### config.mk
export PLATFORM = sky130hd
export DESIGN_NAME = pdc_queue
export DESIGN_NICKNAME = d
export VERILOG_FILES = /design/src/hdl/pdc_pkg.sv /design/src/hdl/pdc_queue.sv
export SDC_FILE = /design/constraint.sdc
export NUM_CORES = 1
export LEC_CHECK = 0
export ABC_AREA = 0
export BUFFER_PORTS_ARGS = -buffer_cell sky130_fd_sc_hd__buf_4
export CAP_MARGIN = 20
export CORE_MARGIN = 2
export CORE_UTILIZATION = 57
export DETAILED_ROUTE_END_ITERATION = 12
export PLACE_DENSITY = 0.79
export SLEW_MARGIN = 0
export SYNTH_ARGS = -nofsm -noshare
export SYNTH_HDL_FRONTEND = slang
export SYNTH_SLANG_ARGS = --single-unit
### constraint.sdc
create_clock -name clk -period 6.8 [get_ports clk]
set_input_delay 1.36 -clock clk [delete_from_list [all_inputs] [get_ports clk]]
set_output_delay 1.36 -clock clk [all_outputs]
set_load 0.05 [all_outputs]
### src/hdl/pdc_pkg.sv
// shared constants, coefficient tables and item type for the sphere drag coefficient block
// no dependencies
`timescale 1ns / 1ps

package pdc_pkg;

    localparam int FRAC_BITS  = 16;
    localparam int RE_W       = 32;
    localparam int OUT_W      = 32;
    localparam int NUM_RANGES = 8;
    localparam int RANGE_W    = 3;
    localparam int A_W        = 26;
    localparam int B_W        = 38;
    localparam int C_W        = 16;
    localparam int SCALE      = 10000;
    localparam int SCALE_W    = 14;
    localparam int SQ_W       = 2 * RE_W;
    localparam int HALF_W     = RE_W;
    localparam int AR_W       = A_W + RE_W + 1;
    localparam int CRR_W      = C_W + SQ_W;
    localparam int DEN_W      = SCALE_W + SQ_W;
    localparam int NUM_W      = 3 * FRAC_BITS + 62;
    localparam int CMP_W      = ((NUM_W > DEN_W + OUT_W) ? NUM_W : DEN_W + OUT_W) + 1;
    localparam int TEN_W      = RE_W + 24;
    localparam int QDEPTH     = 4;
    localparam int QPTR_W     = 2;
    localparam int DIV_STAGES = OUT_W;

    // upper bound of each range in tenths of Re
    function automatic logic [TEN_W-1:0] bound_tenths(input int idx);
        logic [TEN_W-1:0] b;
        begin
            case (idx)
                0:       b = TEN_W'(1);
                1:       b = TEN_W'(10);
                2:       b = TEN_W'(100);
                3:       b = TEN_W'(1000);
                4:       b = TEN_W'(10000);
                5:       b = TEN_W'(50000);
                default: b = TEN_W'(100000);
            endcase
            return b << FRAC_BITS;
        end
    endfunction

    // coefficients scaled by 10^4
    function automatic logic signed [A_W-1:0] coef_a(input logic [RANGE_W-1:0] k);
        logic signed [A_W-1:0] v;
        begin
            case (k)
                3'd0:    v = A_W'(240000);
                3'd1:    v = A_W'(227300);
                3'd2:    v = A_W'(291667);
                3'd3:    v = A_W'(465000);
                3'd4:    v = A_W'(983300);
                3'd5:    v = A_W'(1486200);
                3'd6:    v = -A_W'(4905460);
                default: v = -A_W'(16625000);
            endcase
            return v;
        end
    endfunction

    function automatic logic signed [B_W-1:0] coef_b(input logic [RANGE_W-1:0] k);
        logic signed [B_W-1:0] v;
        begin
            case (k)
                3'd0:    v = B_W'(0);
                3'd1:    v = B_W'(903);
                3'd2:    v = -B_W'(38889);
                3'd3:    v = -B_W'(1166700);
                3'd4:    v = -B_W'(27780000);
                3'd5:    v = -B_W'(475000000);
                3'd6:    v = B_W'(64'd5787000000);
                default: v = B_W'(64'd54167000000);
            endcase
            return v;
        end
    endfunction

    function automatic logic [C_W-1:0] coef_c(input logic [RANGE_W-1:0] k);
        logic [C_W-1:0] v;
        begin
            case (k)
                3'd0:    v = C_W'(0);
                3'd1:    v = C_W'(36900);
                3'd2:    v = C_W'(12220);
                3'd3:    v = C_W'(6167);
                3'd4:    v = C_W'(3644);
                3'd5:    v = C_W'(3570);
                3'd6:    v = C_W'(4600);
                default: v = C_W'(5191);
            endcase
            return v;
        end
    endfunction

    // numerator and denominator of one item, handed from front to back
    typedef struct packed {
        logic signed [NUM_W-1:0] num;
        logic [DEN_W-1:0]        den;
        logic                    zero;
    } work_t;

endpackage

### src/hdl/pdc_queue.sv
// short item queue between the front and back pipelines
// depends on pdc_pkg
`timescale 1ns / 1ps

module pdc_queue
    import pdc_pkg::*;
(
    input  logic  clk,
    input  logic  rst_n,
    input  logic  wr_valid,
    input  work_t wr_data,
    output logic  wr_ready,
    output logic  rd_valid,
    output work_t rd_data,
    input  logic  rd_ready
);

    work_t              mem [QDEPTH];
    logic [QPTR_W-1:0]  wptr_reg, rptr_reg;
    logic [QPTR_W:0]    count_reg;
    logic               push, pop;

    assign wr_ready = (count_reg != (QPTR_W+1)'(QDEPTH));
    assign rd_valid = (count_reg != '0);
    assign rd_data  = mem[rptr_reg];
    assign push     = wr_valid && wr_ready;
    assign pop      = rd_valid && rd_ready;

    always_ff @(posedge clk or negedge rst_n)
    begin
        if (!rst_n)
        begin
            wptr_reg  <= '0;
            rptr_reg  <= '0;
            count_reg <= '0;
        end
        else
        begin
            if (push)
            begin
                wptr_reg <= wptr_reg + QPTR_W'(1);
            end
            if (pop)
            begin
                rptr_reg <= rptr_reg + QPTR_W'(1);
            end
            if (push && !pop)
            begin
                count_reg <= count_reg + (QPTR_W+1)'(1);
            end
            else if (pop && !push)
            begin
                count_reg <= count_reg - (QPTR_W+1)'(1);
            end
        end
    end

    always_ff @(posedge clk)
    begin
        if (push)
        begin
            mem[wptr_reg] <= wr_data;
        end
    end

endmodule

### Word level (Yosys, flattened, before mapping)

Memory sizes are Yosys's and may differ from the RTL's.
Cells that the tools add are included.

| operators by class | value |
|---|---|
| add/sub/neg operators | 4 |
| equal/unequal tests | 1 |
| muxes and demuxes | 4 |
| reduce and logical (&&, ||, !) cells | 8 |

Operators with widths:

| operator | count |
|---|---|
| $mux W3 | 2 |
| $add A2 B1 Y2 const B | 2 |
| $logic_and A1 B1 Y1 | 4 |
| $add A3 B1 Y3 const B | 1 |
| $ne A3 B3 Y1 const B | 1 |
| $reduce_bool A3 Y1 | 1 |
| $sub A3 B1 Y3 const B | 1 |
| $logic_not A1 Y1 | 2 |
| $mux W1 | 2 |
| $reduce_bool A2 Y1 | 1 |

| storage, ports and cells | value |
|---|---|
| register bits | 7 |
| bits in writable memories | 756 |
| input port bits | 193 |
| output and inout bits | 191 |
| word-level logic and storage cells | 21 |
| memories kept | 1 |

Memories:

| name | depth | width | rd ports | clocked after Yosys merged registers in | wr ports | RTL line | source |
|---|---|---|---|---|---|---|---|
| mem | 4 | 189 | 1 | 0 | 1 | pdc_queue.sv:18 | `work_t mem [QDEPTH];` |

### Longest topological paths before layout

| logic depth | value |
|---|---|
| word-level depth | 6 |
| gate-level depth with buffers | 8 |
| gate-level depth less buffers | 8 |

### Worst setup path after synthesis

OpenSTA, ideal clock, no wires.

| path | value |
|---|---|
| kind | in2reg |
| from | in wr_valid |
| to | mem mem[2][0] in the netlist's numbering (enable) |
| library setup time | 0.572 ns |
| data arrival time | 5.975 ns |
| data required time | 6.228 ns |
| setup slack | 0.252 ns |
| stages on the path | 2 |
| buffers on the path | 0 |
| cells stage by stage | a21boi_2 -> and2_1 |

| between the ends | value |
|---|---|
| longest elaborated chain between the ends | 3 |

Ends and longest elaborated chain:

| element | RTL line | source |
|---|---|---|
| start, declared | pdc_queue.sv:10 | `input logic wr_valid,` |
| $logic_and A1 B1 Y1 | pdc_queue.sv:26 | `assign push = wr_valid && wr_ready;` |
| $mux W1 | pdc_queue.sv:60 | `if (push)` |
| $mux W1 (implied by the code) | pdc_queue.sv:62 | `mem[wptr_reg] <= wr_data;` |
| end, declared | pdc_queue.sv:18 |  |

Every way passes these cells.

==> impl_metrics.json <==
{
  "tightest_slew_ns": 0.967,
  "powerDensity_nw_per_um2": 520,
  "ys_types": 19,
  "wl_met2_um": 27200,
  "critPathKind": "flip-flop to primary output",
  "setup_viol": 0,
  "cts_tree": "done",
  "endpoint_kind": "primary output",
  "critPathRequiredTime_ns": 5.44,
  "avgSynthCellArea_um2": 27.1,
  "postCtsHoldBufs": 0,
  "synth_edf_count": 756,
  "post-route-period-util_pct": 62.2,
  "met1Wirelength_um": 20600,
  "ys_ff_latch": 763,
  "hold_path_class": "input pin to async pin",
  "dieArea_um2": 50400,
  "ys_warn_count": 0,
  "postCtsSetupRepairBufs": 0,
  "peakVddDrop_v": 0.000515,
  "cts_max_level": 3,
  "cp.arrival_ns": 2.87,
  "clkTransAtPathRegs_ns": 0.06,
  "drv_slew": 0,
  "yosysTopAreaCellShare_pct": 82.0,
  "synthCells": 1022,
  "top_layer": "met5",
  "cts-root-buf": "clkbuf_16",
  "drt_first_pass_iters": 5,
  "period_minus_slack_ns": 4.23,
  "ioPinCount": 384,
  "syn_to_final_growth_pct": 21.2,
  "drt-total-wl_um": 54000,
  "max_cap_violations": 0,
  "synthArstFlopShare_pct": 0.917,
  "routedWlPerCell_um": 25.5,
  "largest_register_ffs": 756,
  "fmax_mhz": 236,
  "ant_nets": 0,
  "yosysTopAreaCell": "edfxtp_1",
  "place_hpwl_um": 31400,
  "startpoint_type": "flip-flop",
  "gp_routability_congestion": 0.721,
  "cts_buffers": 74,
  "synth.most_common_cell": "edfxtp_1",
  "die_h_um": 224,
  "max-slew-margin-rel_pct": 35.6,
  "rows": 80,
  "dieWidth_um": 224,
  "status": "complete, no violations",
  "drtIter0Drc": 947,
  "setup_tns_ns": 0,
  "synth_ff_type": "edfxtp_1",
  "clockBufferDepth": 3,
  "core_area_um2": 47800,
  "synthTopCellsByArea": "edfxtp_1 82%, mux4_2 15%, buf_6 0.85%",
  "track_usage_pct": 21.6,
  "cp_max_fo": 54,
  "rsz0062_at_grt": "no",
  "leakage_uw": 0.0114,
  "drc": 0,
  "ys_seq_area_share_pct": 82.6,
  "total_power_uw": 17400,
  "hold_viol": 0,
  "layout.nets": 1650,
  "drive_gt1_share_pct": 46.4,
  "post_drt_via_cell_ratio": 5.82,
  "dr_wl_met3_um": 5010,
  "syn_nets": 1221,
  "holdWs_ns": 0.564,
  "num_vias": 12400,
  "grt_pass1_wl_um": 79800,
  "finClkSkew_ns": 0.0110,
  "grt_start_max_net_pins": 122,
  "portBuffers": 383,
  "synth_area_um2": 27700,
  "cts_resized": 0,
  "cts.sinks": 763,
  "grt_overflow": 0,
  "synth_commonest_cells": "756 x edfxtp_1, 189 x mux4_2, 21 x buf_6, 12 x buf_2, 8 x clkbuf_1",
  "insertion_delay_ns": 0.60,
  "antenna_found_initial": 4,
  "start_util_pct": 57.9,
  "grt_pass1_vias": 12900
}
-- cells by family (layout without fill, tap and decap cells) --
family,after synthesis,after routing,share of synthesized area [%]
other,0,2,0
buffers and inverters,45,528,1.25
AOI/OAI and AO/OA,1,1,0.0407
xor gates and xnor gates,6,6,0.190
and+or+nand+nor,10,10,0.185
adders and majority gates,6,6,0.298
muxes,191,191,15.4
DFF,763,763,82.6
-- worst paths after layout --
check / end / startpoint / slack (ns) / depth (start not counted)
setup / recovery: rd_data[131] / rptr_reg[1] / 2.57 / 3
hold / removal: count_reg[1] / rst_n / 0.56 / 1
setup reg to reg: mem[1][108] / count_reg[0] / 4.06 / 4
hold reg to reg: count_reg[0] / count_reg[0] / 0.57 / 1
max in group asynchronous: rptr_reg[1] / rst_n / 6.10 / 1
min in group clk: count_reg[0] / count_reg[0] / 0.57 / 1
-- power breakdown --
part / leakage [µW] / internal, µW / switching, µW / total, µW
sequential: 0.00700 / 6220 / 276 / 6500
clock: 0.00116 / 2340 / 1630 / 3970
combinational: 0.00325 / 2300 / 4670 / 6970
-- through the flow --
stage               std cells  setup slack [ns]  util [%]  cell area [µm²]
global route             2121              2.43      70.1            33600
CTS                      2120              2.49      70.1            33600
detailed placement       1990              3.10      65.2            31200
floorplan                1022             0.252         -            27700
global placement         1990              3.10      65.2            31200
finish                   2122              2.57      70.1            33600
-- layout by cell type, fill, tap and decap left out --
master | netlist | routed
a21boi_2 | 1 | 1
and2_4 | 0 | 4
buf_12 | 0 | 7
buf_4 | 1 | 388
bufinv_16 | 0 | 8
clkbuf_1 | 8 | 10
clkbuf_16 | 0 | 75
clkbuf_8 | 0 | 2
clkinv_1 | 0 | 15
clkinv_2 | 0 | 16
clkinvlp_4 | 0 | 1
dfrtp_1 | 7 | 5
dfrtp_4 | 0 | 2
diode_2 | 0 | 2
edfxtp_1 | 756 | 756
fa_1 | 1 | 1
ha_1 | 5 | 5
inv_1 | 3 | 3
inv_6 | 0 | 3
mux2_2 | 2 | 2
mux4_2 | 189 | 189
nand2_1 | 2 | 2
nand3_1 | 1 | 1
nor2_1 | 2 | 2
or3_1 | 1 | 1
xnor2_1 | 4 | 4
xor2_1 | 2 | 2
-- per-layer routing --
layer	vias up	GRT usage (%)
met5	-	0
li1	5314	-
met1	6494	28.4
met3	79	7.84
met2	466	34.6
met4	6	6.43
-- final cells by class --
cell class	instances	area (µm²)
Sequential cell	763	22900
Fill cell	2743	14300
Timing Repair Buffer	395	3050
Inverter	3	11.3
Multi-Input combinational cell	214	4490
Clock buffer	87	1940
Antenna cell	2	5.00
Clock inverter	43	410
Tap cell	615	769
-- worst max-delay path, stage by stage, from the launching register on --
cell	delay (ns)
dfrtp_4	0.97
buf_4	0.60
mux4_2	0.42
buf_4	0.22
No activity file was read; power rests on OpenSTA's default activity.
